<file path="src/sv/mbc_pkg.sv">
// mbc_pkg: shared types and constants for the masked bit crusher.
// Used by every module of the block; no dependencies.
`default_nettype none

package mbc_pkg;

  localparam int MASK_W    = 14;
  localparam int CFG_IDX_W = 3;
  localparam int CFG_DAT_W = 14;

  localparam logic [CFG_IDX_W-1:0] CFG_IDX_CRUSH = 3'd0;
  localparam logic [CFG_IDX_W-1:0] CFG_IDX_MASK  = 3'd1;
  localparam logic [CFG_IDX_W-1:0] CFG_IDX_XOR   = 3'd2;
  localparam logic [CFG_IDX_W-1:0] CFG_IDX_AND   = 3'd3;
  localparam logic [CFG_IDX_W-1:0] CFG_IDX_CUBE  = 3'd4;

  typedef struct packed {
    logic vld;
    logic neg;
  } ctl_t;

  typedef struct packed {
    logic              crush_enable;
    logic [MASK_W-1:0] bit_mask;
    logic              xor_enable;
    logic              and_enable;
    logic              cube_root_enable;
  } cfg_t;

endpackage

`default_nettype wire

</file>
<file path="src/sv/mbc_front.sv">
// mbc_front: input register; sign, saturated magnitude and cube-root target.
// Depends on mbc_pkg.
`default_nettype none

module mbc_front #(
  parameter int SAMPLE_BITS = 16
) (
  input  wire logic                        clk,
  input  wire logic                        rst_n,
  input  wire logic                        up_valid,
  input  wire logic [SAMPLE_BITS-1:0]      up_sample,
  output      logic                        up_rdy,
  output      mbc_pkg::ctl_t               dn_ctl,
  output      logic [SAMPLE_BITS-1:0]      dn_raw,
  output      logic [SAMPLE_BITS-2:0]      dn_m,
  output      logic [3*(SAMPLE_BITS-1)-1:0] dn_tgt,
  input  wire logic                        dn_rdy
);

  localparam int W  = SAMPLE_BITS;
  localparam int N  = W - 1;
  localparam int TW = 3 * N;
  localparam logic [N-1:0] FS = {N{1'b1}};

  logic          v_r;
  logic          neg_r;
  logic [W-1:0]  raw_r;
  logic [N-1:0]  m_r;
  logic [TW-1:0] tgt_r;

  logic          neg_nxt;
  logic [W-1:0]  mag;
  logic [N-1:0]  m_nxt;
  logic [N:0]    mp1;
  logic [TW:0]   tgt_w;
  logic          load;

  always_comb begin
    neg_nxt = up_sample[W-1];
    mag     = neg_nxt ? (W'(0) - up_sample) : up_sample;
    m_nxt   = (mag > {1'b0, FS}) ? FS : mag[N-1:0];
    mp1     = {1'b0, m_nxt} + (N+1)'(1);
    // (m+1) * FS^2 with FS = 2^N - 1
    tgt_w   = ((TW+1)'(mp1) << (2*N)) - ((TW+1)'(mp1) << (N+1)) + (TW+1)'(mp1);
  end

  assign up_rdy = !v_r || dn_rdy;
  assign load   = up_valid && up_rdy;

  always_ff @(posedge clk) begin
    if (!rst_n) begin
      v_r <= 1'b0;
    end else if (up_rdy) begin
      v_r <= up_valid;
    end
  end

  always_ff @(posedge clk) begin
    if (load) begin
      neg_r <= neg_nxt;
      raw_r <= up_sample;
      m_r   <= m_nxt;
      tgt_r <= tgt_w[TW-1:0];
    end
  end

  always_comb begin
    dn_ctl.vld = v_r;
    dn_ctl.neg = neg_r;
  end
  assign dn_raw = raw_r;
  assign dn_m   = m_r;
  assign dn_tgt = tgt_r;

  a_load_valid: assert property (@(posedge clk) disable iff (!rst_n)
    load |=> v_r)
    else $error("front: accepted word not held");

endmodule

`default_nettype wire

</file>
<file path="config.mk">
export PLATFORM = sky130hd
export DESIGN_NAME = mbc_front
export DESIGN_NICKNAME = d
export VERILOG_FILES = /design/src/sv/mbc_pkg.sv /design/src/sv/mbc_front.sv
export SDC_FILE = /design/constraint.sdc
export NUM_CORES = 1
export LEC_CHECK = 0
export ABC_AREA = 1
export BUFFER_PORTS_ARGS = -buffer_cell sky130_fd_sc_hd__buf_4
export CELL_PAD_IN_SITES_DETAIL_PLACEMENT = 0
export CELL_PAD_IN_SITES_GLOBAL_PLACEMENT = 1
export CORE_MARGIN = 4
export CORE_UTILIZATION = 44
export DETAILED_ROUTE_END_ITERATION = 16
export PLACE_DENSITY = 0.81
export SYNTH_ARGS = -nofsm -noshare
export SYNTH_HDL_FRONTEND = slang
export SYNTH_SLANG_ARGS = --single-unit
</file>
<file path="constraint.sdc">
create_clock -name clk -period 9.2 [get_ports clk]
set_input_delay 0.92 -clock clk [delete_from_list [all_inputs] [get_ports clk]]
set_output_delay 0.92 -clock clk [all_outputs]
set_load 0.01 [all_outputs]
</file>
# Yosys cells after proc, flatten, opt, wreduce, memory -nomap -nowiden
# Index checks and enable logic that the tools add are counted.
# W data, S select, Z words.
totals:
  register_bits: 78
  input_bits: 20
  wordCells: 15
op_classes:
  n_reduce_logical: 3
  n_mux: 2
  add_sub_neg: 4
  magnitude_cmp: 1
op_table:
  columns: ["op", "n"]
  rows:
  - ["$add A45 B16 Y45", 1]
  - ["$sub A45 B32 Y45", 1]
  - ["$add A15 B1 Y16 const B", 1]
  - ["$gt A16 B15 Y1 const B", 1]
  - ["$mux W16", 1]
  - ["$sub A1 B16 Y16 const A", 1]
  - ["$mux W15", 1]
  - ["$logic_and A1 B1 Y1", 1]
  - ["$logic_not A1 Y1", 1]
  - ["$logic_or A1 B1 Y1", 1]

# Depth between registers and ports, before layout
logic_depth:
  word_depth: 7
  depth_mapped: 27
  ltp_nobuf: 27

# Worst setup path before layout
# No wires, ideal clock.
synth_path:
  kind: "in2reg"
  start: "input port up_valid"
  end: "register m_r[0] (netlist: dn_m[0]) (enable)"
  setup_slack_ns: 4.027
  stages: 2
  n_path_buf: 0
  setup_time_ns: 0.535
  required_time_ns: 8.665
  arrival_ns: 4.638
  cell_sequence: "inv_1 -> a21oi_1"
synth_via:
  elab_chain_len: 1
synth_rtl:
  columns: ["item", "line_no", "rtl"]
  rows:
  - ["start: declaration", "mbc_front.sv:10", "input wire logic up_valid,"]
  - ["$logic_and A1 B1 Y1", "mbc_front.sv:48", "assign load = up_valid && up_rdy;"]
  - ["via load", "mbc_front.sv:36", "logic load;"]
  - ["end signal: assignment", "mbc_front.sv:62", "m_r <= m_nxt;"]
  - ["end: declaration", "mbc_front.sv:28", "logic [N-1:0] m_r;"]
# The timed path passes the listed nets, and every way through them passes these cells.
# A chain may end at the register's enable or synchronous reset.

# Final worst setup path
layout_path:
  start: "input port up_sample[3]"
  end: "register tgt_r[40] (netlist: dn_tgt[40]), data pin"
layout_via:
  elab_chain_len: 7
layout_rtl:
  columns: ["item", "line_no", "rtl"]
  rows:
  - ["start: declaration", "mbc_front.sv:11", "input wire logic [SAMPLE_BITS-1:0] up_sample,"]
  - ["$sub A1 B16 Y16", "mbc_front.sv:40", "mag = neg_nxt ? (W'(0) - up_sample) : up_sample;"]
  - ["$mux W16 (*)", "mbc_front.sv:40", null]
  - ["$gt A16 B15 Y1 (*)", "mbc_front.sv:41", "m_nxt = (mag > {1'b0, FS}) ? FS : mag[N-1:0];"]
  - ["$mux W15 (*)", "mbc_front.sv:41", null]
  - ["via m_nxt[0]", "mbc_front.sv:33", "logic [N-1:0] m_nxt;"]
  - ["$add A15 B1 Y16 (*)", "mbc_front.sv:42", "mp1 = {1'b0, m_nxt} + (N+1)'(1);"]
  - ["$sub A45 B32 Y45", "mbc_front.sv:44", "tgt_w = ((TW+1)'(mp1) << (2*N)) - ((TW+1)'(mp1) << (N+1)) + (TW+1)'(mp1);"]
  - ["$add A45 B16 Y45 (*)", "mbc_front.sv:44", null]
  - ["via tgt_w[40]", "mbc_front.sv:35", "logic [TW:0] tgt_w;"]
  - ["end signal: assignment", "mbc_front.sv:63", "tgt_r <= tgt_w[TW-1:0];"]
  - ["end: declaration", "mbc_front.sv:29", "logic [TW-1:0] tgt_r;"]
# Mark *: on every way through the listed nets, which the timed path passes. The rest lies on a longest branch.

==> results.md <==
- The flow ran to the end, and the final reports show no timing, DRC or antenna violations.
- The tool flagged a number of max-cap violations equal to 0.
- The floorplan has 35 rows.
- The most used flip-flop cell after synthesis is edfxtp_1.
- CTS built an H-tree with a depth of 3.
- The maximum number of pins on one net before global-route repair is 77.
- The source-to-sink clock delay at the later pin of the worst-skew pair is 0.34 ns.
- The Yosys warning count is 0.
- The share of the Yosys chip area taken by registers is 53.0%.
- The critical-path maximum fanout is 17.
- The cell count after synthesis is 466.
- The overall die width is 107 um.
- Setup repair after global routing left no endpoint under its margin.
- The area of the core is 0.00942 mm^2.
- The number of buffers created by CTS is 9.
- The number of antenna diodes in the final layout is 0.
- The fmax is 211 MHz.
- The worst pin sits at a relative slew slack of 36.5%.
- The share of synthesized flip-flops with an asynchronous set or reset is 0%.
- The most numerous cell type found on the critical path is nand2_1.
- Hold timing on the final database bottoms out at a slack of 0.568 ns.
- The post-CTS setup-driven buffer insertion count is 0.
- In the final timing run, aggregate negative setup slack is 0 ns.
- The number of global-route vias before repair is 3284.
- The number of distinct library cells after synthesis is 37.
- The proportion of layout cells with a drive suffix above 1 is 31.2%.
- The total track usage is 18.1%.
- The worst hold path was traced through 2 stages.
- In this run, synthesis produced a sequential element count of 77.
- The worst-path cell with the longest stage delay is nand3_4.
- The average cell area after synthesis is 9.32 um^2.
- The worst hold path begins at v_r.
- Setup slack closes at 4.46 ns.
- The analysis attributes to cell leakage a power of 2.41 nW.
- The buffer type at the clock tree root is clkbuf_8.
- The data arrival time of the critical path is 4.84 ns.
- Subtracting the final worst setup slack from the clock period gives 4.74 ns.
- The area after detailed placement is 0.00519 mm^2.
- The mean number of vias per cell is 4.95.
- The area added between synthesis and finish is 24.0%.
- The initial antenna violation count is 0.
- The number of failing hold endpoints at the final stage came to 0.
- The initial core utilization is 46.1%.
- Timing analysis after detailed placement gives a worst setup slack of 4.15 ns.
- The critical path endpoint category is a flop.
- Among cell families on the critical path, the largest total delay comes from simple AND/OR/NAND/NOR gates.
- At the pin with the least slew margin, the transition time is 0.953 ns.
- After filler insertion, the fill cell instance count of the layout stands at 842.
- The overall die height is 107 um.
- For this block, the routed nets add up to 9.93 mm of wire.
- The number of hold buffers added after cts is 0.
- The number of port buffers is 98.
- After the first detailed-routing iteration, the DRC count stood at 226.
- The clock skew is 0.0140 ns.
- The worst supply voltage drop on vdd is 75.5 uV.
- The die covers 0.0115 mm^2.
- After detailed placement, the design holds a cell count of 686.
- The global placer's final weighted congestion is 0.855.
- The category of the most critical setup path is input port to flop.
- Measured in cells, the most critical reg-to-reg path has a length of 2.
- The worst flop-to-flop path endpoint is dn_tgt[38].
- The maximum count of clock buffers along a single path is 2.
- Dividing the final minimum period by the clock period gives 51.5%.
- The leading area contributor after synthesis is edfxtp_1.
- The TritonCTS clock tree is yes.
- The endpoint of the worst hold path is v_r.
- By area the synthesized netlist is led by edfxtp_1, nand2_1, nand3_1.
- The finished layout holds 702 standard cells, fillers aside.
- The largest single stage delay on the critical path is 0.29 ns.
- Summed over all nets, the half-perimeter wirelength after detailed placement is 7.56 mm.
- The summed area of non-filler cells in the final layout is 0.00539 mm^2.
- The number of top-level pins is 99.
- Once the clock tree was built, the resizer swapped 0 gates to a different size.
- The number of max-slew violations in the final report is 0.
- By count the netlist is led by nand2_1, edfxtp_1, inv_1.
- The first global-routing pass estimated 16.4 mm of wire.
- The type of the most critical hold path is flop to flop.
- Setup violations remaining at the end of the flow were counted as 0.
- The required time of the critical path is 9.31 ns.
- Across the whole layout, storage elements account for 0.00230 mm^2.
- For this run, design rule violations remaining after detail routing come to 0.
- The count of flip-flops with a built-in enable after synthesis is 76.
- The critical path launch point type is an input port.
- After detailed routing, the average wire length per cell comes to 14.1 um.
- Power spread over the standard cell area amounts to 158 mW/mm^2.
- Summed over all layers, the global routing overflow is 0.
- The count of nets left with antenna violations once routing finished came out at 0.
- The net count of the mapped netlist is 490.
- The first detailed-routing pass ran for 5 iterations.
- Together, buffers and inverters on the worst path number 5.
- The leading cell type by number of instances after synthesis is nand2_1.
- The final layout net count is 592.
- The number of clock sinks is 77.
- The top-area cell type share of the netlist area is 52.5%.
- The multi-input combinational cells in the finished layout cover a total of 0.00175 mm^2.
- Summing every instance area after synthesis gives 0.00434 mm^2.
- For flop-to-flop paths, the worst setup slack is 7.55 ns.
- The total vias in the final route is 3477.
- The launch point of the worst reg-to-reg path is v_r.
- The clock transition time at the flip-flop clock pins of the worst setup and hold paths is 0.08 ns.
-- flip-flops by register name (all words and copies together), names as in the netlist --
register	count
dn_m	15
dn_raw	15
dn_tgt	45
neg_r	1
v_r	1
-- cell type report --
| class | instances | share of cell area (%) |
|---|---|---|
| Timing Repair Buffer | 99 | 13.8 |
| Inverter | 62 | 4.32 |
| Tap cell | 129 | 3.00 |
| Sequential cell | 77 | 42.8 |
| Clock buffer | 10 | 2.37 |
| Clock inverter | 6 | 1.18 |
| Multi-Input combinational cell | 319 | 32.6 |
-- layout by cell type, fill, tap and decap left out, types with 3 or more instances in the layout --
cell type / netlist / routed
a21oi_1: 4 / 3
buf_4: 3 / 99
clkbuf_8: 0 / 9
edfxtp_1: 76 / 76
ha_1: 4 / 4
inv_1: 54 / 54
inv_2: 8 / 8
nand2_1: 130 / 130
nand2_2: 12 / 12
nand2_4: 3 / 3
nand3_1: 49 / 49
nand3_2: 12 / 12
nand4_1: 9 / 9
nor2_1: 36 / 36
nor2_2: 14 / 14
nor2_4: 5 / 5
nor3_1: 3 / 3
o21ai_0: 7 / 7
o21ai_2: 3 / 3
xnor2_1: 3 / 3
xor2_1: 8 / 8
-- metal layers --
metal | vias to the layer above | GRT usage (%) | part of all wire (%)
met5 | - | 0 | 0
met3 | 10 | 3.96 | 6.9
li1 | 1741 | - | -
met2 | 118 | 27.0 | 45
met1 | 1608 | 26.4 | 47
met4 | 0 | 4.96 | 1.3
-- worst min-delay path, stage by stage (launching register included) --
cell      delay (ns)
dfxtp_1         0.35
nand2_1         0.09
a21boi_0        0.08
-- cells by family after synthesis --
kind of cell               synth area share [%]
AOI/OAI and AO/OA                          2.51
xor gates and xnor gates                   2.59
adders and majority gates                  1.15
buffers and inverters                      6.86
DFF                                        53.0
and+or+nand+nor                            33.9
-- per-stage QoR --
stage	util, %	total power, mW
detailed placement	55.2	0.608
floorplan	-	0.538
global placement	55.2	0.606
global route	57.2	0.895
finish	57.2	0.848
CTS	57.2	0.858
-- how the worst max path moves through the flow --
| stage | to | depth (start not counted) | from |
|---|---|---|---|
| after floorplan | dn_m[0] | 2 | up_valid |
| after global placement | dn_tgt[40] | 27 | up_sample[7] |
| after detailed placement | dn_tgt[40] | 27 | up_sample[7] |
| after CTS | dn_tgt[40] | 27 | up_sample[3] |
| after global routing | dn_tgt[40] | 27 | up_sample[3] |
| final | dn_tgt[40] | 27 | up_sample[3] |
-- power breakdown --
part | switching [mW] | internal, mW | total (mW)
Combinational | 0.106 | 0.0644 | 0.170
Clock | 0.125 | 0.125 | 0.250
Sequential | 0.00791 | 0.420 | 0.428
Total | 0.239 | 0.610 | 0.848
Note: power is estimated with default switching activity, not from simulation.
