File: config.mk
export PLATFORM = sky130hd
export DESIGN_NAME = mbc_back
export DESIGN_NICKNAME = d
export VERILOG_FILES = /design/src/sv/mbc_pkg.sv /design/src/sv/mbc_back.sv
export SDC_FILE = /design/constraint.sdc
export NUM_CORES = 2
export LEC_CHECK = 0
export ABC_AREA = 1
export BUFFER_PORTS_ARGS = -buffer_cell sky130_fd_sc_hd__buf_2
export CORE_ASPECT_RATIO = 0.5
export CORE_MARGIN = 2
export CORE_UTILIZATION = 62
export CTS_BUF_LIST = sky130_fd_sc_hd__clkbuf_4
export DETAILED_ROUTE_END_ITERATION = 6
export PLACE_DENSITY = 0.79
export SYNTH_ARGS = -nofsm -noshare
export SYNTH_HDL_FRONTEND = slang
export SYNTH_SLANG_ARGS = --single-unit
File: constraint.sdc
create_clock -name clk -period 9.6 [get_ports clk]
set_clock_uncertainty 0.2 [all_clocks]
set_input_delay 0.48 -clock clk [delete_from_list [all_inputs] [get_ports clk]]
set_output_delay 0.48 -clock clk [all_outputs]
set_load 0.05 [all_outputs]
File: src/sv/mbc_pkg.sv
// mbc_pkg: shared types and constants for the masked bit crusher.
// Used by every module of the block; no dependencies.
`default_nettype none

package mbc_pkg;

  localparam int MASK_W    = 14;
  localparam int CFG_IDX_W = 3;
  localparam int CFG_DAT_W = 14;

  localparam logic [CFG_IDX_W-1:0] CFG_IDX_CRUSH = 3'd0;
  localparam logic [CFG_IDX_W-1:0] CFG_IDX_MASK  = 3'd1;
  localparam logic [CFG_IDX_W-1:0] CFG_IDX_XOR   = 3'd2;
  localparam logic [CFG_IDX_W-1:0] CFG_IDX_AND   = 3'd3;
  localparam logic [CFG_IDX_W-1:0] CFG_IDX_CUBE  = 3'd4;

  typedef struct packed {
    logic vld;
    logic neg;
  } ctl_t;

  typedef struct packed {
    logic              crush_enable;
    logic [MASK_W-1:0] bit_mask;
    logic              xor_enable;
    logic              and_enable;
    logic              cube_root_enable;
  } cfg_t;

endpackage

`default_nettype wire

File: src/sv/mbc_back.sv
// mbc_back: masking, cube, scale by 1/FS^2, sign restore and output register.
// Depends on mbc_pkg; fed by the last mbc_root_cell.
`default_nettype none

module mbc_back #(
  parameter int SAMPLE_BITS = 16
) (
  input  wire logic                   clk,
  input  wire logic                   rst_n,
  input  wire mbc_pkg::cfg_t          cfg,
  input  wire mbc_pkg::ctl_t          up_ctl,
  input  wire logic [SAMPLE_BITS-1:0] up_raw,
  input  wire logic [SAMPLE_BITS-2:0] up_m,
  input  wire logic [SAMPLE_BITS-2:0] up_q,
  output      logic                   up_rdy,
  output      logic                   out_valid,
  output      logic [SAMPLE_BITS-1:0] out_sample,
  input  wire logic                   out_stall
);

  localparam int W  = SAMPLE_BITS;
  localparam int N  = W - 1;
  localparam int SW = 2 * N;
  localparam int TW = 3 * N;
  localparam int RW = 2 * N + 2;
  localparam int MW = (N > mbc_pkg::MASK_W) ? N : mbc_pkg::MASK_W;
  localparam logic [RW-1:0] FS2   = (RW'(1) << (2*N)) - (RW'(1) << (N+1)) + RW'(1);
  localparam logic [RW-1:0] FS2X2 = FS2 << 1;
  localparam logic [RW-1:0] FS2X3 = FS2X2 + FS2;

  // stage 1: masked magnitude and its square
  logic          v1_r, neg1_r;
  logic [W-1:0]  raw1_r;
  logic [N-1:0]  qm1_r;
  logic [SW-1:0] sq1_r;
  // stage 2: cube
  logic          v2_r, neg2_r;
  logic [W-1:0]  raw2_r;
  logic [N-1:0]  qm2_r;
  logic [TW-1:0] cb2_r;
  // stage 3: quotient estimate and remainder
  logic          v3_r, neg3_r;
  logic [W-1:0]  raw3_r;
  logic [N-1:0]  qm3_r;
  logic [N-1:0]  r03_r;
  logic [RW-1:0] rem3_r;
  // output register
  logic          ov_r;
  logic [W-1:0]  out_r;

  logic          rdy1, rdy2, rdy3, rdy4;
  logic [MW-1:0] mask_w;
  logic [N-1:0]  mask_n;
  logic [N-1:0]  qm1_nxt;
  logic [SW-1:0] sq1_nxt;
  logic [TW-1:0] cb2_nxt;
  logic [N-1:0]  r03_nxt;
  logic [TW-1:0] prod;
  logic [TW-1:0] rem_full;
  logic [N-1:0]  r_cube;
  logic [N-1:0]  mag_o;
  logic [W-1:0]  signed_o;
  logic [W-1:0]  out_nxt;

  assign rdy4   = !ov_r || !out_stall;
  assign rdy3   = !v3_r || rdy4;
  assign rdy2   = !v2_r || rdy3;
  assign rdy1   = !v1_r || rdy2;
  assign up_rdy = rdy1;

  always_comb begin
    mask_w  = MW'(cfg.bit_mask);
    mask_n  = mask_w[N-1:0];
    qm1_nxt = cfg.cube_root_enable ? up_q : up_m;
    if (cfg.xor_enable) begin
      qm1_nxt = qm1_nxt ^ mask_n;
    end
    if (cfg.and_enable) begin
      qm1_nxt = qm1_nxt & mask_n;
    end
    sq1_nxt = SW'(qm1_nxt) * SW'(qm1_nxt);
  end

  assign cb2_nxt = TW'(sq1_r) * TW'(qm1_r);

  // floor(x / 2^2N) undershoots floor(x / FS^2) by at most two
  always_comb begin
    r03_nxt  = cb2_r[TW-1:2*N];
    prod     = (TW'(r03_nxt) << (2*N)) - (TW'(r03_nxt) << (N+1)) + TW'(r03_nxt);
    rem_full = cb2_r - prod;
  end

  always_comb begin
    r_cube   = r03_r + N'(rem3_r >= FS2) + N'(rem3_r >= FS2X2);
    mag_o    = cfg.cube_root_enable ? r_cube : qm3_r;
    signed_o = neg3_r ? (W'(0) - {1'b0, mag_o}) : {1'b0, mag_o};
    out_nxt  = cfg.crush_enable ? signed_o : raw3_r;
  end

  always_ff @(posedge clk) begin
    if (!rst_n) begin
      v1_r <= 1'b0;
      v2_r <= 1'b0;
      v3_r <= 1'b0;
      ov_r <= 1'b0;
    end else begin
      if (rdy1) begin
        v1_r <= up_ctl.vld;
      end
      if (rdy2) begin
        v2_r <= v1_r;
      end
      if (rdy3) begin
        v3_r <= v2_r;
      end
      if (rdy4) begin
        ov_r <= v3_r;
      end
    end
  end

  always_ff @(posedge clk) begin
    if (up_ctl.vld && rdy1) begin
      neg1_r <= up_ctl.neg;
      raw1_r <= up_raw;
      qm1_r  <= qm1_nxt;
      sq1_r  <= sq1_nxt;
    end
    if (v1_r && rdy2) begin
      neg2_r <= neg1_r;
      raw2_r <= raw1_r;
      qm2_r  <= qm1_r;
      cb2_r  <= cb2_nxt;
    end
    if (v2_r && rdy3) begin
      neg3_r <= neg2_r;
      raw3_r <= raw2_r;
      qm3_r  <= qm2_r;
      r03_r  <= r03_nxt;
      rem3_r <= rem_full[RW-1:0];
    end
    if (v3_r && rdy4) begin
      out_r <= out_nxt;
    end
  end

  assign out_valid  = ov_r;
  assign out_sample = out_r;

  a_rem_bound: assert property (@(posedge clk) disable iff (!rst_n)
    v3_r |-> (rem3_r < FS2X3))
    else $error("back: remainder out of correction range");

  a_s2_hold: assert property (@(posedge clk) disable iff (!rst_n)
    (v2_r && !rdy3) |=> (v2_r && $stable(cb2_r)))
    else $error("back: stalled cube stage lost its word");

  a_s1_hold: assert property (@(posedge clk) disable iff (!rst_n)
    (v1_r && !rdy2) |=> v1_r)
    else $error("back: stalled square stage lost its word");

endmodule

`default_nettype wire

# --- After elaboration in Yosys (flattened, before gate mapping) ---
# Index checks and enable logic that the tools add are counted.
totals:
  ff_bits: 238
  latchBits: 0
  mem_bits_rw: 0
  mem_bits_ro: 0
  output_inout_bits: 18
  elab_cells: 49
  n_memories: 0
classes:
  addsub: 6
  mul: 2
  n_div: 0
  order_cmp: 2
  eq_ne: 0
  n_shift: 0
  muxes: 6
  n_bitwise: 2
  reduce_logical: 13
ops:
  columns: ["cell", "count"]
  rows:
  - ["$mux W15", 4]
  - ["$mul A30 B15 Y45", 1]
  - ["$add A32 B15 Y32", 1]
  - ["$ge A32 B30 Y1 const B", 1]
  - ["$ge A32 B31 Y1 const B", 1]
  - ["$mux W16", 2]
  - ["$sub A32 B31 Y32", 1]
  - ["$sub A32 B32 Y32", 1]
  - ["$add A15 B1 Y15", 2]
  - ["$mul A15 B15 Y30", 1]
  - ["$sub A1 B15 Y16 const A", 1]
  - ["$and A15 B14 Y15", 1]
  - ["$xor A15 B14 Y15", 1]
  - ["$logic_not A1 Y1", 5]
  - ["$logic_and A1 B1 Y1", 4]
  - ["$logic_or A1 B1 Y1", 4]

# --- Longest topological paths before layout ---
logic_depth:
  ltp_word: 7
  depth_mapped: 31
  ltp_nobuf: 28

# --- Worst setup path after synthesis ---
# OpenSTA, ideal clock, no wires.
synth_timing:
  path_type: "input to register"
  start: "input port cfg[0] (netlist bit)"
  end: "register sq1_r[28] (data pin)"
  setup_ps: 262
  arrival_time_ps: 6060
  t_required_ps: 9138
  setup_slack_ps: 3077
  path_stages: 28
  n_path_buf: 4
  path_cell_list: "buf_6 -> buf_4 -> buf_4 -> nand2_1 -> nand2_1 -> xnor2_1 -> o21ai_1 -> buf_4 -> nor2_1 -> fa_1 -> inv_1 -> fa_1 -> inv_1 -> fa_1 -> fa_1 -> fa_1 -> inv_1 -> fa_1 -> inv_1 -> ha_1 -> nand2_1 -> inv_1 -> nand2_1 -> nor3_1 -> nand4_1 -> nand3_1 -> a21oi_1 -> xor2_1"
synth_via:
  elab_chain_len: 6
synth_lines:
  columns: ["element", "line_no", "text"]
  rows:
  - ["start: declaration", "mbc_back.sv:10", "input wire mbc_pkg::cfg_t cfg,"]
  - ["$mux W15 *", "mbc_back.sv:74", "qm1_nxt = cfg.cube_root_enable ? up_q : up_m;"]
  - ["$xor A15 B14 Y15", "mbc_back.sv:76", "qm1_nxt = qm1_nxt ^ mask_n;"]
  - ["$mux W15 *", "mbc_back.sv:75", "if (cfg.xor_enable) begin"]
  - ["$and A15 B14 Y15", "mbc_back.sv:79", "qm1_nxt = qm1_nxt & mask_n;"]
  - ["$mux W15 *", "mbc_back.sv:78", "if (cfg.and_enable) begin"]
  - ["$mul A15 B15 Y30 *", "mbc_back.sv:81", "sq1_nxt = SW'(qm1_nxt) * SW'(qm1_nxt);"]
  - ["via sq1_nxt[28]", "mbc_back.sv:55", "logic [SW-1:0] sq1_nxt;"]
  - ["end signal: assignment", "mbc_back.sv:127", "sq1_r <= sq1_nxt;"]
  - ["end: declaration", "mbc_back.sv:35", "logic [SW-1:0] sq1_r;"]
# Mark *: on every way through the listed nets, which the timed path passes. The rest lies on a longest branch.
# A chain may end at the register's enable or synchronous reset.

# --- Final worst setup path ---
layout_timing:
  start: "input port cfg[1] (netlist bit)"
  end: "register sq1_r[25] (data pin)"
layout_via:
  elab_chain_len: 2
layout_lines:
  columns: ["element", "line_no", "text"]
  rows:
  - ["$mux W15", "mbc_back.sv:78", null]
  - ["via qm1_nxt[8]", "mbc_back.sv:54", "logic [N-1:0] qm1_nxt;"]
  - ["$mul A15 B15 Y30", "mbc_back.sv:81", null]
  - ["via sq1_nxt[25]", "mbc_back.sv:55", null]
# The timed path passes the listed nets, and every way through them passes these cells.

==> flow_summary_export.csv <==
group,metric,value,unit
finish,fill_cells,4004,
detailed_routing,post_drt_wl_per_cell,16.9,µm
cts,cts_tree,"done",
finish,layout_commonest_cell,"inv_1",
finish,layout-drive-gt1-share,0.0641,
cts,clk_pin_slew_worst_paths,0.07,ns
timing,rsz0062_at_grt,"false",
detailed_routing,via_count,24500,
synthesis,synthTopCellsByArea,"fa_1, edfxtp_1, inv_1, ha_1, nand2_1",
floorplan,rows,58,
flow_run,max_cap_violations,0,
floorplan,die_h,165,µm
finish,syn_to_final_growth,6.37,%
critical_path,crit_fanout,14,
synthesis,synthCells,3728,
global_routing,overflow,0,
timing,hold_viol,0,
detailed_routing,first_pass_iters,6,
cts,cts_buffers,55,
floorplan,die_area,53800,µm²
outcome,outcome,"complete, no violations",
global_routing,track_usage,0.298,
placed_design,hpwl,61.4,mm
timing,period_share,0.742,
timing,max-slew-margin-rel,0.248,
worst_hold_path,whs_path_depth,2,
placed_design,gp_congestion,0.979,
floorplan,die_w,326,µm
timing,max_freq,140,MHz
cts,cts_root_buf,"clkbuf_4",
global_routing,grt_start_max_net_pins,80,
synthesis,synth.distinct_cells,50,
detailed_routing,drc_errors,0,
critical_path,reg2reg_slack,3.02,ns
cts,cts.sinks,235,
synthesis,yosysSeqAreaShare,0.218,
synthesis,synth_edf_count,231,
detailed_routing,routed_via_density,5.37,
finish,final_net_count,4666,
synthesis,async_reset_ff_frac,0,
synthesis,ys_warn_count,0,
finish,finalNonFillerCells,4561,
critical_path,crit_path_start_kind,"primary input",
placed_design,dpl.cell_count,4436,
synthesis,syn_area,32100,µm²
global_routing,antenna_found_initial,2,
cts,worstSkewPairLatency,0.75,ns
worst_hold_path,hold_path.class,"in2reg",
critical_path,r2r-end,"cb2_r[39]$_DFFE_PP_",
critical_path,crit_start,"cfg[1]",
timing,max_slew.worst_pin.slew,1.12,ns
synthesis,synthFlopType,"edfxtp_1",
cts,cts_buffer_depth,3,
worst_hold_path,min_from,"cfg[17]",
floorplan,initial_utilization,0.634,
synthesis,netlist.area_leader.share,0.308,
detailed_routing,ant_nets,0,
critical_path,endpoint_kind,"register",
global_routing,grt_pass1_wl,127,mm
synthesis,ys_seq_elements,235,
floorplan,core_area,50700,µm²
critical_path,ff2ff_path_depth,22,
global_routing,grt_pass1_vias,25500,
floorplan,ios,87,
detailed_routing,drtIter0Drc,1948,
placed_design,io_buffers,86,
timing,setup_viol,0,
timing,final_max_slew_viol_count,0,
worst_hold_path,min_to,"out_sample[9]$_DFFE_PP_",
timing,fin_crit,7.13,ns
finish,final_cell_mix,"inv_1, nand2_1, fa_1, ha_1, edfxtp_1",
detailed_routing,wirelength,77.0,mm
synthesis,yosysTopAreaCell,"fa_1",
critical_path,crit_arrival,7.41,ns
critical_path,cp.required,9.88,ns
critical_path,path_class,"in2reg",
synthesis,syn-mean-instance-area,8.62,µm²
critical_path,reg2reg_from,"sq1_r[27]$_DFFE_PP_",
timing,fin_tns_setup,0,ns
cts,htreeDepth,2,
worst max-delay path: stages:
cell and delay, ns:
dlygate4sd3_1 0.52, buf_2 0.11, inv_1 0.22, o21ai_1 0.95, inv_1 0.29, nand2_1 0.18, fa_1 0.46, fa_1 0.57
inv_1 0.06, fa_1 0.52, fa_1 0.44, fa_1 0.54, inv_1 0.05, fa_1 0.53, inv_1 0.04, ha_1 0.36
nand2_1 0.13, nor2_1 0.15, nand3_1 0.10, nand3_1 0.20, nand3_1 0.11, nand2_1 0.15, a21oi_1 0.10, xnor2_1 0.14
what timing repair did:
item | 4_1_cts | 5_1_grt
buffers inserted | 0 | 0
hold buffers | 26 | 0
hold endpoints to repair | 25 | 0
endpoints found under the setup margin | 0 | 0
gates resized for setup | 0 | 0
routing by layer:
| metal | up-vias | part of all wire | global-route usage |
|---|---|---|---|
| li1 | 11400 | - | - |
| met4 | 2 | 0.024 | 0.0834 |
| met3 | 150 | 0.086 | 0.0495 |
| met1 | 12000 | 0.42 | 0.410 |
| met2 | 994 | 0.47 | 0.496 |
| met5 | - | 0.00016 | 0 |
flip-flops by register name, summed over array words and instances, names as in the netlist:
signal      count
r03_r          15
v1_r            1
raw3_r         16
neg3_r          1
raw1_r         16
v2_r            1
sq1_r          28
neg2_r          1
out_valid       1
qm3_r          15
raw2_r         16
rem3_r         32
neg1_r          1
out_sample     16
qm2_r          15
cb2_r          44
qm1_r          15
v3_r            1
cell type report:
type	instances	area [µm²]	area share
multi-input combinational	2420	21100	0.616
sequential	235	7020	0.205
inverter	978	3670	0.107
timing repair buffer	139	893	0.0261
tap	690	863	0.0253
clock buffer	79	593	0.0173
clock inverter	16	75.1	0.00220
antenna	4	10.0	0.000293
how the worst max path moves through the flow:
stage                           to  slack [ns]
2_1_floorplan  sq1_r[28]$_DFFE_PP_        3.08
3_3_place_gp   sq1_r[29]$_DFFE_PP_        2.00
3_5_place_dp   sq1_r[29]$_DFFE_PP_        1.85
4_1_cts        sq1_r[29]$_DFFE_PP_        2.61
5_1_grt        sq1_r[29]$_DFFE_PP_        2.03
6_report       sq1_r[25]$_DFFE_PP_        2.47
metrics by stage:
step | hold slack [ns] | worst slack, ns | utilization | instance area [µm²]
final | 0.0597 | 2.47 | 0.674 | 34200
after global routing | 0.0157 | 2.03 | 0.674 | 34200
after CTS | 0.0101 | 2.61 | 0.674 | 34200
after detailed placement | 0.205 | 1.85 | 0.655 | 33200
after global placement | 0.201 | 2.00 | 0.655 | 33200
after floorplan | 0.200 | 3.08 | - | 32200
cells in the mapped netlist (all sizes together), types with 3 or more instances:
library cell,count
nand4,16
ha,274
o21a,12
edfxtp,231
clkbuf,73
dfxtp,4
fa,494
a21o,11
xnor2,46
buf,27
nor3,25
or2,5
o211ai,3
a21oi,123
nor4,6
a31oi,15
nor2,237
nand2,839
xor2,77
o21ai,101
o21bai,14
inv,977
nand3,99
a21boi,6
kinds of logic after synthesis:
logic type | count (synthesis) | synth area share
AND/OR/NAND/NOR | 1231 | 0.154
flip-flops | 235 | 0.218
AO/OA/AOI/OAI | 291 | 0.0519
XOR/XNOR | 123 | 0.0335
adder cells (fa/ha/maj) | 768 | 0.414
buffers and inverters | 1078 | 0.127
other | 2 | 0.000234
Power is not shown: default switching activity piles up to over one toggle a cycle in this logic, so the estimate is an artifact.
