File: src/sv/mbc_pkg.sv
// mbc_pkg: shared types and constants for the masked bit crusher.
// Used by every module of the block; no dependencies.
`default_nettype none

package mbc_pkg;

  localparam int MASK_W    = 14;
  localparam int CFG_IDX_W = 3;
  localparam int CFG_DAT_W = 14;

  localparam logic [CFG_IDX_W-1:0] CFG_IDX_CRUSH = 3'd0;
  localparam logic [CFG_IDX_W-1:0] CFG_IDX_MASK  = 3'd1;
  localparam logic [CFG_IDX_W-1:0] CFG_IDX_XOR   = 3'd2;
  localparam logic [CFG_IDX_W-1:0] CFG_IDX_AND   = 3'd3;
  localparam logic [CFG_IDX_W-1:0] CFG_IDX_CUBE  = 3'd4;

  typedef struct packed {
    logic vld;
    logic neg;
  } ctl_t;

  typedef struct packed {
    logic              crush_enable;
    logic [MASK_W-1:0] bit_mask;
    logic              xor_enable;
    logic              and_enable;
    logic              cube_root_enable;
  } cfg_t;

endpackage

`default_nettype wire

File: src/sv/mbc_root_cell.sv
// mbc_root_cell: one bit of the cube-root search, trial cube built by shifts and adds.
// Depends on mbc_pkg; chained by masked_bit_crusher.
`default_nettype none

module mbc_root_cell #(
  parameter int SAMPLE_BITS = 16,
  parameter int BIT         = 0
) (
  input  wire logic                         clk,
  input  wire logic                         rst_n,
  input  wire mbc_pkg::ctl_t                up_ctl,
  input  wire logic [SAMPLE_BITS-1:0]       up_raw,
  input  wire logic [SAMPLE_BITS-2:0]       up_m,
  input  wire logic [3*(SAMPLE_BITS-1)-1:0] up_tgt,
  input  wire logic [SAMPLE_BITS-2:0]       up_q,
  input  wire logic [2*(SAMPLE_BITS-1)-1:0] up_q2,
  input  wire logic [3*(SAMPLE_BITS-1)-1:0] up_q3,
  output      logic                         up_rdy,
  output      mbc_pkg::ctl_t                dn_ctl,
  output      logic [SAMPLE_BITS-1:0]       dn_raw,
  output      logic [SAMPLE_BITS-2:0]       dn_m,
  output      logic [3*(SAMPLE_BITS-1)-1:0] dn_tgt,
  output      logic [SAMPLE_BITS-2:0]       dn_q,
  output      logic [2*(SAMPLE_BITS-1)-1:0] dn_q2,
  output      logic [3*(SAMPLE_BITS-1)-1:0] dn_q3,
  input  wire logic                         dn_rdy
);

  localparam int W   = SAMPLE_BITS;
  localparam int N   = W - 1;
  localparam int SW  = 2 * N;
  localparam int TW  = 3 * N;

  logic          v_r;
  logic          neg_r;
  logic [W-1:0]  raw_r;
  logic [N-1:0]  m_r;
  logic [TW-1:0] tgt_r;
  logic [N-1:0]  q_r;
  logic [SW-1:0] q2_r;
  logic [TW-1:0] q3_r;

  logic [N-1:0]  q_nxt;
  logic [SW-1:0] q2_nxt;
  logic [TW-1:0] q3_nxt;
  logic [TW-1:0] t3;
  logic [SW-1:0] t2;
  logic [TW-1:0] a2;
  logic [TW-1:0] a1;
  logic          take;
  logic          load;

  // (q+d)^3 = q^3 + 3 q^2 d + 3 q d^2 + d^3, d = 2^BIT; q has no bits at or below BIT
  always_comb begin
    a2   = TW'(up_q2) << BIT;
    a1   = TW'(up_q) << (2*BIT);
    t3   = up_q3 + (a2 << 1) + a2 + (a1 << 1) + a1 + (TW'(1) << (3*BIT));
    t2   = up_q2 + (SW'(up_q) << (BIT+1)) + (SW'(1) << (2*BIT));
    take = t3 < up_tgt;
    q_nxt  = take ? (up_q | (N'(1) << BIT)) : up_q;
    q2_nxt = take ? t2 : up_q2;
    q3_nxt = take ? t3 : up_q3;
  end

  assign up_rdy = !v_r || dn_rdy;
  assign load   = up_ctl.vld && up_rdy;

  always_ff @(posedge clk) begin
    if (!rst_n) begin
      v_r <= 1'b0;
    end else if (up_rdy) begin
      v_r <= up_ctl.vld;
    end
  end

  always_ff @(posedge clk) begin
    if (load) begin
      neg_r <= up_ctl.neg;
      raw_r <= up_raw;
      m_r   <= up_m;
      tgt_r <= up_tgt;
      q_r   <= q_nxt;
      q2_r  <= q2_nxt;
      q3_r  <= q3_nxt;
    end
  end

  always_comb begin
    dn_ctl.vld = v_r;
    dn_ctl.neg = neg_r;
  end
  assign dn_raw = raw_r;
  assign dn_m   = m_r;
  assign dn_tgt = tgt_r;
  assign dn_q   = q_r;
  assign dn_q2  = q2_r;
  assign dn_q3  = q3_r;

  a_cube_below_tgt: assert property (@(posedge clk) disable iff (!rst_n)
    v_r |-> (q3_r < tgt_r))
    else $error("root cell: partial cube reached target");

endmodule

`default_nettype wire

File: config.mk
export PLATFORM = sky130hd
export DESIGN_NAME = mbc_root_cell
export DESIGN_NICKNAME = d
export VERILOG_FILES = /design/src/sv/mbc_pkg.sv /design/src/sv/mbc_root_cell.sv
export SDC_FILE = /design/constraint.sdc
export NUM_CORES = 1
export LEC_CHECK = 0
export ABC_AREA = 1
export BUFFER_PORTS_ARGS = -buffer_cell sky130_fd_sc_hd__buf_2
export CORE_MARGIN = 2
export CORE_UTILIZATION = 50
export DETAILED_ROUTE_END_ITERATION = 10
export PLACE_DENSITY = 0.75
export REMOVE_ABC_BUFFERS = 1
export SLEW_MARGIN = 20
export SYNTH_ARGS = -nofsm -noshare
export SYNTH_HDL_FRONTEND = slang
export SYNTH_SLANG_ARGS = --single-unit
File: constraint.sdc
create_clock -name clk -period 13.8 [get_ports clk]
set_input_delay 2.07 -clock clk [delete_from_list [all_inputs] [get_ports clk]]
set_output_delay 2.07 -clock clk [all_outputs]
set_load 0.05 [all_outputs]
### Word level (Yosys, flattened, before mapping)

Index checks and enable logic that the tools add are counted.

| storage, ports and cells | value |
|---|---|
| register bits | 168 |
| latch bits | 0 |
| memory bits (writable) | 0 |
| bits in read-only memories | 0 |
| bits of input ports | 171 |
| memories kept | 0 |

| cells by class | value |
|---|---|
| $add $sub $neg | 7 |
| multipliers | 0 |
| div/mod/pow operators | 0 |
| $lt $le $gt $ge | 1 |
| equality and inequality tests | 0 |
| shift operators | 0 |
| mux-type cells | 2 |
| bitwise gates (word level) | 0 |
| reductions and logical operators | 3 |

Operators by type and width:

| operator | count |
|---|---|
| $add 45x1->45 const B | 1 |
| $add 45x15->45 | 1 |
| $add 45x16->45 | 1 |
| $add 45x30->45 | 1 |
| $add 45x31->45 | 1 |
| $lt 45x45->1 | 1 |
| $mux 45 | 1 |
| $add 30x1->30 const B | 1 |
| $add 30x16->30 | 1 |
| $mux 30 | 1 |
| $logic_and 1x1->1 | 1 |
| $logic_not 1->1 | 1 |
| $logic_or 1x1->1 | 1 |

### Depth between registers and ports, before layout

Gate-level depths: netlist of the first run.

| depth | value |
|---|---|
| word-level depth | 7 |
| gate-level depth with buffers | 36 |
| gate-level depth less buffers | 34 |

### Worst setup path after synthesis of the first run

OpenSTA, ideal clock, no wires.

| timing path | value |
|---|---|
| kind | in2reg |
| from | input up_ctl[1] in the netlist's numbering |
| to | register m_r[0] (netlist: dn_m[0]) (enable) |
| setup time | 0.749 ns |
| data arrival time | 10.133 ns |
| data required time | 13.051 ns |
| setup slack | 2.918 ns |
| cell stages on the path | 2 |
| path buffers | 0 |
| cell sequence | inv_1 -> a21oi_1 |

| on the way | value |
|---|---|
| cells in the longest elaborated chain, start to end | 1 |

RTL lines:

| element | line | source |
|---|---|---|
| start, declared | mbc_root_cell.sv:11 | `input wire mbc_pkg::ctl_t up_ctl,` |
| $logic_and 1x1->1 | mbc_root_cell.sv:66 | `assign load = up_ctl.vld && up_rdy;` |
| net load | mbc_root_cell.sv:51 | `logic load;` |
| end signal, assigned | mbc_root_cell.sv:80 | `m_r <= up_m;` |
| end, declared | mbc_root_cell.sv:37 | `logic [N-1:0] m_r;` |

The timed path passes the listed nets, and every way through them passes these cells.
A chain may end at the register's enable or synchronous reset.

### Final worst setup path of the first run

| timing path | value |
|---|---|
| from | input up_q[1] |
| to | register q2_r[21] (netlist: dn_q2[21]) (data pin) |

| on the way | value |
|---|---|
| cells in the longest elaborated chain, start to end | 5 |

RTL lines:

| element | line | source |
|---|---|---|
| start, declared | mbc_root_cell.sv:15 | `input wire logic [SAMPLE_BITS-2:0] up_q,` |
| $add 45x16->45 | mbc_root_cell.sv:57 | `t3 = up_q3 + (a2 << 1) + a2 + (a1 << 1) + a1 + (TW'(1) << (3*BIT));` |
| $add 45x15->45 | mbc_root_cell.sv:57 |  |
| $add 45x1->45 | mbc_root_cell.sv:57 |  |
| $lt 45x45->1 | mbc_root_cell.sv:59 | `take = t3 < up_tgt;` |
| $mux 30 (*) | mbc_root_cell.sv:61 | `q2_nxt = take ? t2 : up_q2;` |
| net q2_nxt[21] | mbc_root_cell.sv:44 | `logic [SW-1:0] q2_nxt;` |
| end signal, assigned | mbc_root_cell.sv:83 | `q2_r <= q2_nxt;` |
| end, declared | mbc_root_cell.sv:40 | `logic [SW-1:0] q2_r;` |

Mark *: on every way through the listed nets, which the timed path passes. The rest lies on a longest branch.

==> results of run 1 <==
per-stage QoR:
| stage | area (um^2) | power [mW] |
|---|---|---|
| floorplan | 13800 | 1.70 |
| finish | 16700 | 2.61 |
| global route | 16700 | 2.81 |
| detailed placement | 16000 | 2.10 |
| CTS | 16700 | 2.61 |
| global placement | 16000 | 2.07 |
power groups by stage:
stage	logic, mW	clock network [mW]	registers [mW]
after floorplan	0.808	0	0.892
after global placement	1.39	0	0.676
after detailed placement	1.42	0	0.676
after CTS	1.44	0.511	0.665
after global routing	1.61	0.529	0.670
final	1.44	0.504	0.665
registers in the layout, indices dropped and copies added, names as in the netlist:
name	flops
dn_m	15
dn_q	15
dn_q2	30
dn_q3	45
dn_raw	16
dn_tgt	45
neg_r	1
v_r	1
logic make-up (layout without fill, tap and decap cells):
kind of cell,Yosys count,count (layout),synth area share
buffers and inverters,413,771,0.118
AOI/OAI and AO/OA,115,115,0.0481
and+or+nand+nor,845,845,0.242
DFF,168,168,0.360
adders and majority gates,200,200,0.211
xor gates and xnor gates,33,33,0.0207
worst register-to-register path: cells and delay by family, from the launching register on:
kind            cells  cell delay (ns)
buf+inv             1             0.89
compound gates      1             0.53
flops               1             0.35
cell usage after synthesis:
cell and number:
o21bai_1 5, nor2_2 2, nor3_1 10, ha_1 140
nand4_1 12, o21ai_0 25, nand3_1 97, and2_2 1
nand3b_1 1, buf_4 6, and2_1 8, xnor2_1 2
nor4_1 2, a21oi_1 55, nand2_1 600, and3_1 1
nor2_1 107, a21o_1 3, edfxtp_1 167, dfxtp_1 1
buf_6 11, o21ai_1 4, a22oi_1 1, fa_1 60
o21a_1 3, xor2_1 31, clkbuf_1 1, inv_1 395
or2_2 4, a21boi_0 3, o21ai_2 16
layer usage:
metal  wire length, um  vias up  track usage  share of wire
met5                 0        -            0              0
met4               762        0       0.0759          0.019
met3              2210       49       0.0421          0.054
met2             20300      407        0.492           0.49
met1             17800     5726        0.363           0.43
li1                  -     6200            -              -
final cells by class:
cell class,instances,area share
multi-input combinational,1193,0.439
sequential,168,0.302
timing repair buffer,344,0.104
inverter,395,0.0890
tap,378,0.0284
clock buffer,17,0.0255
clock inverter,15,0.0113
path summary, 6_finish.rpt:
kind | startpoint | slack (ns) | to | cells after the start
setup / recovery | up_q[1] | 5.63 | dn_q2[21]$_DFFE_PP_ | 34
hold / removal | v_r$_SDFFE_PN0N_ | 0.56 | v_r$_SDFFE_PN0N_ | 2
setup reg to reg | v_r$_SDFFE_PN0N_ | 11.57 | dn_q3[26]$_DFFE_PP_ | 2
hold reg to reg | v_r$_SDFFE_PN0N_ | 0.56 | v_r$_SDFFE_PN0N_ | 2
==> summary.txt, run 1 <==
Status -> completed
Worst Setup End Kind -> flip-flop
Starting Density -> 0.506
Synth Instances -> 1774
Fmax -> 122 MHz
Hold Fails Final Rpt -> 0
First-pass GRT wire length -> 62.7 mm
Via count -> 12382
CP max stage delay -> 0.67 ns
Drt via density -> 4.93
Slew Viols, Final -> 0
Cell family with most CP delay -> adder cells
PostCTS Resize Cnt -> 0
Vias in the first global route -> 12091
Hpwl dp -> 34.2 mm
Minimum clock period -> 8.17 ns
TritonCTS clock tree -> done
Hold_buf cts -> 0
Worst hold path class -> reg2reg
Startpoint Class -> primary input
Worst Max-Slew Pin Slew -> 1.05 ns
Total power per unit cell area -> 156 nW/um^2
Sequential share of power -> 0.255
Clock buffer depth -> 2
Setup Crit Path Kind -> in2reg
Setup violators final -> 0
Die area -> 29300 um^2
Top cells by area, synth -> edfxtp_1, nand2_1, ha_1
GP Congestion -> 0.954
Worst Skew -> 0.0130 ns
I/O Buffers -> 339
Worst Path Buf+Inv -> 9
Pin count of the biggest net entering global routing -> 81
Avg WL per Cell -> 16.4 um
Finished Layout Cells -> 2510
Mapped Area -> 14000 um^2
Root Buffer -> clkbuf_16
Final setup margin -> 5.63 ns
Die width -> 171 um
Initial DRC count -> 984
Clock share of power -> 0.193
GR Util All Layers -> 0.281
Maxcap violations -> 0
Share of layout cells above drive strength 1 -> 0.188
Clk slew on worst S/H paths -> 0.08 ns
Fin Hold WS -> 0.557 ns
Io pins -> 340
DRC Markers -> 0
RSZ-0062 raised after global routing -> false
Sequential area share after synthesis -> 0.360
Commonest cells after routing, fill and taps aside -> nand2_1, inv_1, buf_2
Leading area contributor after synthesis -> edfxtp_1
Initial antenna violation count -> 0
Die Ht -> 171 um
Area grow syn2layout -> 19.0%
CP max FO -> 67
Switching Share -> 0.492
# fillers -> 2557
Distinct cells, synth -> 31
Setup TNS -> 0 ns
CP required -> 14.02 ns
P_int -> 1.32 mW
H-tree lvl count -> 4
Yosys Warn Count -> 0
Num rows -> 61
Register bit total from synthesis -> 168
Footprint of the multi-input gates -> 7320 um^2
Nets@finish -> 2490
Final ANT Viol Nets -> 0
Antenna diodes -> 0
Most common cell on crit path -> nand2_1
Max VDD drop -> 0.0845 mV
Avg Inst Size Synth -> 7.89 um^2
Post-CTS setup buffer count -> 0
CTS Sinks -> 168
Core area -> 27600 um^2
Pre-CTS setup slack -> 5.19 ns
Switching power -> 1.28 mW
Rel. slew slack -> 0.300
CTS Buf Count -> 17
Crit path DAT -> 8.38 ns
Most common cell after layout, fill and taps aside -> nand2_1
FF+latch area -> 5030 um^2
Total grt overflow -> 0
Placed insts -> 2478
Final Core Density -> 0.603
Power share of the combinational group -> 0.552
Yosys top cell area share -> 0.358
Clk_lat worst skew -> 0.46 ns
Slowest CP cell -> buf_4
WL final -> 41.1 mm
Leakage power -> 9.22 nW
Part of the cycle the worst path needs -> 0.592
TritonRoute pass-1 iters -> 6
No activity file was read; power rests on OpenSTA's default activity.
==> run 2: changes to the inputs <==
--- a/config.mk
+++ b/config.mk
@@ -5,12 +5,12 @@
 export SDC_FILE = /design/constraint.sdc
 export NUM_CORES = 1
 export LEC_CHECK = 0
-export ABC_AREA = 1
+export ABC_AREA = 0
 export BUFFER_PORTS_ARGS = -buffer_cell sky130_fd_sc_hd__buf_2
 export CORE_MARGIN = 2
 export CORE_UTILIZATION = 50
 export DETAILED_ROUTE_END_ITERATION = 10
-export PLACE_DENSITY = 0.75
+export PLACE_DENSITY = 0.77
 export REMOVE_ABC_BUFFERS = 1
 export SLEW_MARGIN = 20
 export SYNTH_ARGS = -nofsm -noshare
==> constraint.sdc (replaced) <==
create_clock -name clk -period 7.7 [get_ports clk]
set_input_delay 1.155 -clock clk [delete_from_list [all_inputs] [get_ports clk]]
set_output_delay 1.155 -clock clk [all_outputs]
set_load 0.05 [all_outputs]
==> summary.txt, run 2 <==
Status -> completed (unchanged)
Startpoint Class -> primary input (unchanged)
Top cells by area, synth -> edfxtp_1, ha_1, fa_1 (was edfxtp_1, nand2_1, ha_1)
Final setup margin -> 0.349 ns (was 5.63 ns)
Pre-CTS setup slack -> -0.242 ns (was 5.19 ns)
Distinct cells, synth -> 54 (was 31)
Register bit total from synthesis -> 168 (unchanged)
Leading area contributor after synthesis -> edfxtp_1 (unchanged)
Via count -> 9469 (was 12382)
FF-to-FF path depth -> 3 (was 2)
CTS Sinks -> 168 (unchanged)
Nets@finish -> 1841 (was 2490)
GP Congestion -> 0.890 (was 0.954)
Top-count cell post-synth -> inv_1 (was nand2_1)
Worst hold path class -> reg2reg (unchanged)
R2R Setup Slk -> 5.50 ns (was 11.57 ns)
Clock buffer depth -> 2 (unchanged)
Part of the cycle the worst path needs -> 0.955
TritonRoute pass-1 iters -> 5 (was 6)
Num rows -> 56 (was 61)
Max VDD drop -> 0.212 mV (was 0.0845 mV)
Io pins -> 340 (unchanged)
Clk_lat worst skew -> 0.44 ns (was 0.46 ns)
Leakage power -> 7.28 nW (was 9.22 nW)
Sequential area share after synthesis -> 0.420 (was 0.360)
Yosys Warn Count -> 0 (unchanged)
CP max FO -> 22 (was 67)
Drt via density -> 5.23 (was 4.93)
Total grt overflow -> 0 (unchanged)
Core area -> 23500 um^2 (was 27600 um^2)
Final ANT Viol Nets -> 0 (unchanged)
Worst Setup End Kind -> flip-flop (unchanged)
Die width -> 159 um (was 171 um)
Crit path from -> up_q[10] (was up_q[1])
Final Core Density -> 0.642 (was 0.603)
R2r startpoint -> v_r$_SDFFE_PN0N_ (unchanged)
Mapped Area -> 12000 um^2 (was 14000 um^2)
Post-synth EDFFs -> 167 (unchanged)
Slowest CP cell -> fa_1 (was buf_4)
Hold_buf cts -> 0 (unchanged)
Worst Path Buf+Inv -> 10 (was 9)
Initial antenna violation count -> 11 (was 0)
Root Buffer -> clkbuf_16 (unchanged)
TritonCTS clock tree -> done (unchanged)
Setup TNS -> 0 ns (unchanged)
Setup Crit Path Kind -> in2reg (unchanged)
Avg WL per Cell -> 17.8 um (was 16.4 um)
Area grow syn2layout -> 25.8% (was 19.0%)
I/O Buffers -> 339 (unchanged)
First-pass GRT wire length -> 50.8 mm (was 62.7 mm)
Worst Skew -> 0.00955 ns (was 0.0130 ns)
GR Util All Layers -> 0.258 (was 0.281)
CP max stage delay -> 0.54 ns (was 0.67 ns)
Hold path cells -> 2 (unchanged)
Finished Layout Cells -> 1811 (was 2510)
Die Ht -> 159 um (was 171 um)
Hpwl dp -> 26.1 mm (was 34.2 mm)
Most common cell on crit path -> inv_1 (was nand2_1)
DRC Markers -> 0 (unchanged)
Clk slew on worst S/H paths -> 0.07 ns (was 0.08 ns)
Ys flop type -> edfxtp_1 (unchanged)
Reg-to-reg endpoint -> dn_q3[24]$_DFFE_PP_ (was dn_q3[26]$_DFFE_PP_)
Hold Fails Final Rpt -> 0 (unchanged)
Crit path DAT -> 7.54 ns (was 8.38 ns)
Initial DRC count -> 696 (was 984)
Placed insts -> 1765 (was 2478)
Cell family with most CP delay -> compound AO/OA/AOI/OAI gates (was adder cells)
Commonest cells after routing, fill and taps aside -> buf_2, inv_1, edfxtp_1 (was nand2_1, inv_1, buf_2)
Most common cell after layout, fill and taps aside -> buf_2 (was nand2_1)
CP required -> 7.88 ns (was 14.02 ns)
CTS Buf Count -> 17 (unchanged)
Worst Max-Slew Pin Slew -> 0.853 ns (was 1.05 ns)
Slew Viols, Final -> 0 (unchanged)
Commonest cells in the netlist -> inv_1, edfxtp_1, ha_1, nand2_1, a21oi_1 (was nand2_1, inv_1, edfxtp_1, ha_1, nor2_1)
Share of layout cells above drive strength 1 -> 0.322 (was 0.188)
WL final -> 32.3 mm (was 41.1 mm)
Starting Density -> 0.510 (was 0.506)
Maxcap violations -> 0 (unchanged)
Yosys top cell area share -> 0.419 (was 0.358)
Pin count of the biggest net entering global routing -> 65 (was 81)
Synth Instances -> 1084 (was 1774)
Setup violators final -> 0 (unchanged)
Rel. slew slack -> 0.432 (was 0.300)
Die area -> 25200 um^2 (was 29300 um^2)
Vias in the first global route -> 9655 (was 12091)
Async SR Flop Fraction -> 0 (unchanged)
Minimum clock period -> 7.35 ns
Fmax -> 136 MHz
Hold_sp -> v_r$_SDFFE_PN0N_ (unchanged)
Avg Inst Size Synth -> 11.0 um^2 (was 7.89 um^2)
H-tree lvl count -> 4 (unchanged)
Total power per unit cell area -> 307 nW/um^2 (was 156 nW/um^2)
Hold EP -> v_r$_SDFFE_PN0N_ (unchanged)
[run 2: how the worst max path moves through the flow]
stage	depth (start not counted)	slack (ns)	endpoint
2_1_floorplan	28	-2.44	dn_q3[21]$_DFFE_PP_
3_3_place_gp	30	-0.09	dn_q3[0]$_DFFE_PP_
3_5_place_dp	30	-0.24	dn_q3[2]$_DFFE_PP_
4_1_cts	30	0.19	dn_q3[2]$_DFFE_PP_
5_1_grt	35	-0.02	dn_q2[25]$_DFFE_PP_
6_report	31	0.35	dn_q3[33]$_DFFE_PP_
[run 2: cell type report]
class / instances / area [um^2]
Clock buffer: 18 / 439
Timing Repair Buffer: 398 / 2170
Inverter: 189 / 709
Fill cell: 1877 / 8410
Clock inverter: 14 / 149
Multi-Input combinational cell: 696 / 6140
Tap cell: 319 / 399
Sequential cell: 168 / 5030
Antenna cell: 9 / 22.5
[run 2: metrics by stage]
stage	instance area, um^2	hold slack (ns)	total power, mW
floorplan	11800	1.15	3.02
global placement	14400	0.509	3.68
detailed placement	14400	0.537	3.74
CTS	15000	0.546	4.63
global route	15100	0.597	4.94
finish	15100	0.546	4.63
[run 2: cell families (layout without fill, tap and decap cells)]
kind of cell               count (synthesis)  count (layout)  synth area share
xor gates and xnor gates                  75              75            0.0549
muxes                                     28              28            0.0263
adders and majority gates                200             200             0.247
AOI/OAI and AO/OA                        196             196             0.104
other                                      0               9                 0
and+or+nand+nor                          197             197            0.0772
DFF                                      168             168             0.420
buffers and inverters                    220             619            0.0710
[run 2: worst reg2reg max path, cell delays in order (launching register included)]
cell and delay, ns:
dfxtp_1 0.31, nand2b_1 0.10, and2_4 0.55, buf_4 0.79
[run 2: power breakdown]
group / internal (mW) / switching [mW]
clock network: 0.442 / 0.425
registers: 1.21 / 0.0358
logic: 0.907 / 1.61
total: 2.56 / 2.08
[run 2: metal layers]
metal / GRT usage / vias to the layer above / share of wire
met3: 0.0462 / 68 / 0.068
li1: - / 4537 / -
met2: 0.442 / 402 / 0.49
met1: 0.320 / 4458 / 0.40
met4: 0.111 / 4 / 0.035
met5: 0 / - / 0.00084
[run 2: timing repair]
item,CTS,global route
gates resized for setup,0,8
endpoints found under the setup margin,0,76
hold endpoints to repair,0,0
buffers inserted,0,4
==> run 3: changes to the inputs <==
--- a/config.mk
+++ b/config.mk
@@ -5,12 +5,12 @@
 export SDC_FILE = /design/constraint.sdc
 export NUM_CORES = 1
 export LEC_CHECK = 0
-export ABC_AREA = 0
+export ABC_AREA = 1
 export BUFFER_PORTS_ARGS = -buffer_cell sky130_fd_sc_hd__buf_2
 export CORE_MARGIN = 2
 export CORE_UTILIZATION = 50
 export DETAILED_ROUTE_END_ITERATION = 10
-export PLACE_DENSITY = 0.77
+export PLACE_DENSITY = 0.75
 export REMOVE_ABC_BUFFERS = 1
 export SLEW_MARGIN = 20
 export SYNTH_ARGS = -nofsm -noshare
==> summary.txt, run 3 (synthesized netlist as in run 1, its figures left out) <==
Pin count of the biggest net entering global routing -> 80 (was 65)
Hpwl dp -> 34.2 mm (was 26.1 mm)
Clock buffer depth -> 2 (unchanged)
Minimum clock period -> 7.03 ns (was 7.35 ns)
Core area -> 27600 um^2 (was 23500 um^2)
Setup TNS -> 0 ns (unchanged)
Commonest cells after routing, fill and taps aside -> nand2_1, inv_1, buf_2 (was buf_2, inv_1, edfxtp_1)
RSZ-0062 raised after global routing -> false
Slowest CP cell -> fa_1 (unchanged)
First-pass GRT wire length -> 62.8 mm (was 50.8 mm)
Setup violators final -> 0 (unchanged)
Part of the cycle the worst path needs -> 0.913 (was 0.955)
R2r startpoint -> v_r$_SDFFE_PN0N_ (unchanged)
Leakage power -> 9.22 nW (was 7.28 nW)
Final setup margin -> 0.670 ns (was 0.349 ns)
Drt via density -> 4.96 (was 5.23)
Worst Setup End Kind -> flip-flop (unchanged)
Total power draw -> 4.69 mW (was 4.63 mW)
CP required -> 7.89 ns (was 7.88 ns)
PostCTS Resize Cnt -> 0 (unchanged)
Hold EP -> v_r$_SDFFE_PN0N_ (unchanged)
Rel. slew slack -> 0.319 (was 0.432)
Share of layout cells above drive strength 1 -> 0.188 (was 0.322)
Vias in the first global route -> 12187 (was 9655)
WL final -> 41.1 mm (was 32.3 mm)
Clk_lat worst skew -> 0.45 ns (was 0.44 ns)
CTS Buf Count -> 17 (unchanged)
CP max FO -> 72 (was 22)
CP max stage delay -> 0.56 ns (was 0.54 ns)
GP Congestion -> 0.973 (was 0.890)
Post-CTS setup buffer count -> 0 (unchanged)
Fin Hold WS -> 0.563 ns (was 0.546 ns)
Starting Density -> 0.506 (was 0.510)
Total power per unit cell area -> 282 nW/um^2 (was 307 nW/um^2)
FF-to-FF path depth -> 2 (was 3)
Via count -> 12464 (was 9469)
Avg WL per Cell -> 16.3 um (was 17.8 um)
Final Core Density -> 0.603 (was 0.642)
Finished Layout Cells -> 2512 (was 1811)
Hold path cells -> 2 (unchanged)
Maxcap violations -> 0 (unchanged)
Worst Skew -> 0.00688 ns (was 0.00955 ns)
TritonRoute pass-1 iters -> 5 (unchanged)
Status -> completed (unchanged)
Fmax -> 142 MHz (was 136 MHz)
GR Util All Layers -> 0.281 (was 0.258)
Post-route design area -> 16700 um^2 (was 15100 um^2)
Die area -> 29300 um^2 (was 25200 um^2)
Area after DPL -> 16100 um^2 (was 14400 um^2)
Io pins -> 340 (unchanged)
Placed insts -> 2479 (was 1765)
Worst hold path class -> reg2reg (unchanged)
Hold_sp -> v_r$_SDFFE_PN0N_ (unchanged)
Initial DRC count -> 831 (was 696)
Root Buffer -> clkbuf_16 (unchanged)
Pre-CTS setup slack -> 0.352 ns (was -0.242 ns)
Crit path DAT -> 7.22 ns (was 7.54 ns)
Area grow syn2layout -> 19.1% (was 25.8%)
CTS Sinks -> 168 (unchanged)
DRC Markers -> 0 (unchanged)
H-tree lvl count -> 4 (unchanged)
Final ANT Viol Nets -> 0 (unchanged)
Hold_buf cts -> 0 (unchanged)
R2R Setup Slk -> 5.45 ns (was 5.50 ns)
Worst Max-Slew Pin Slew -> 1.02 ns (was 0.853 ns)
Reg-to-reg endpoint -> dn_q3[24]$_DFFE_PP_ (unchanged)
Most common cell on crit path -> nand2_1 (was inv_1)
Slew Viols, Final -> 0 (unchanged)
Initial antenna violation count -> 1 (was 11)
Die width -> 171 um (was 159 um)
Nets@finish -> 2491 (was 1841)
Clk slew on worst S/H paths -> 0.07 ns (about the same)
Most common cell after layout, fill and taps aside -> nand2_1 (was buf_2)
Die Ht -> 171 um (was 159 um)
Startpoint Class -> primary input (unchanged)
Hold Fails Final Rpt -> 0 (unchanged)
Setup Crit Path Kind -> in2reg (unchanged)
Total grt overflow -> 0 (unchanged)
Num rows -> 61 (was 56)
TritonCTS clock tree -> done (unchanged)
I/O Buffers -> 339 (unchanged)
Max VDD drop -> 0.177 mV (was 0.212 mV)
==> run 3: layout make-up <==
class	count	area, um^2
fill	2528	11000
multi-input combinational	1193	7320
sequential	168	5030
timing repair buffer	345	1750
inverter	395	1480
tap	378	473
clock buffer	17	425
clock inverter	15	178
antenna	1	2.50
==> run 3: worst max-delay path by stage <==
stage | depth (start not counted) | to | startpoint | slack, ns
floorplan | 2 | dn_m[0]$_DFFE_PP_ | up_ctl[1] | -2.27
global placement | 35 | dn_q3[42]$_DFFE_PP_ | up_q[1] | 0.48
detailed placement | 35 | dn_q3[42]$_DFFE_PP_ | up_q[1] | 0.35
CTS | 36 | dn_q3[28]$_DFFE_PP_ | up_q[1] | 0.80
global route | 36 | dn_q3[28]$_DFFE_PP_ | up_q[1] | 0.31
finish | 35 | dn_q3[3]$_DFFE_PP_ | up_q[1] | 0.67
==> run 3: where the power goes <==
group	internal [mW]	total [mW]	switching, mW	leakage (nW)
clock network	0.466	0.906	0.440	0.290
logic	0.770	2.60	1.83	7.30
registers	1.16	1.19	0.0274	1.63
==> run 3: critical path: cells and delay by family <==
family | cells | cell delay [ns]
buffers and inverters | 8 | 0.74
adders and majority gates | 6 | 2.39
and+or+nand+nor | 20 | 2.73
AOI/OAI and AO/OA | 1 | 0.06
==> run 3: routing by layer <==
layer | up-vias | wire length [um] | track usage
met5 | - | 0 | 0
met4 | 0 | 1180 | 0.0917
met3 | 68 | 2160 | 0.0357
met2 | 417 | 19800 | 0.480
met1 | 5766 | 17900 | 0.372
li1 | 6213 | - | -
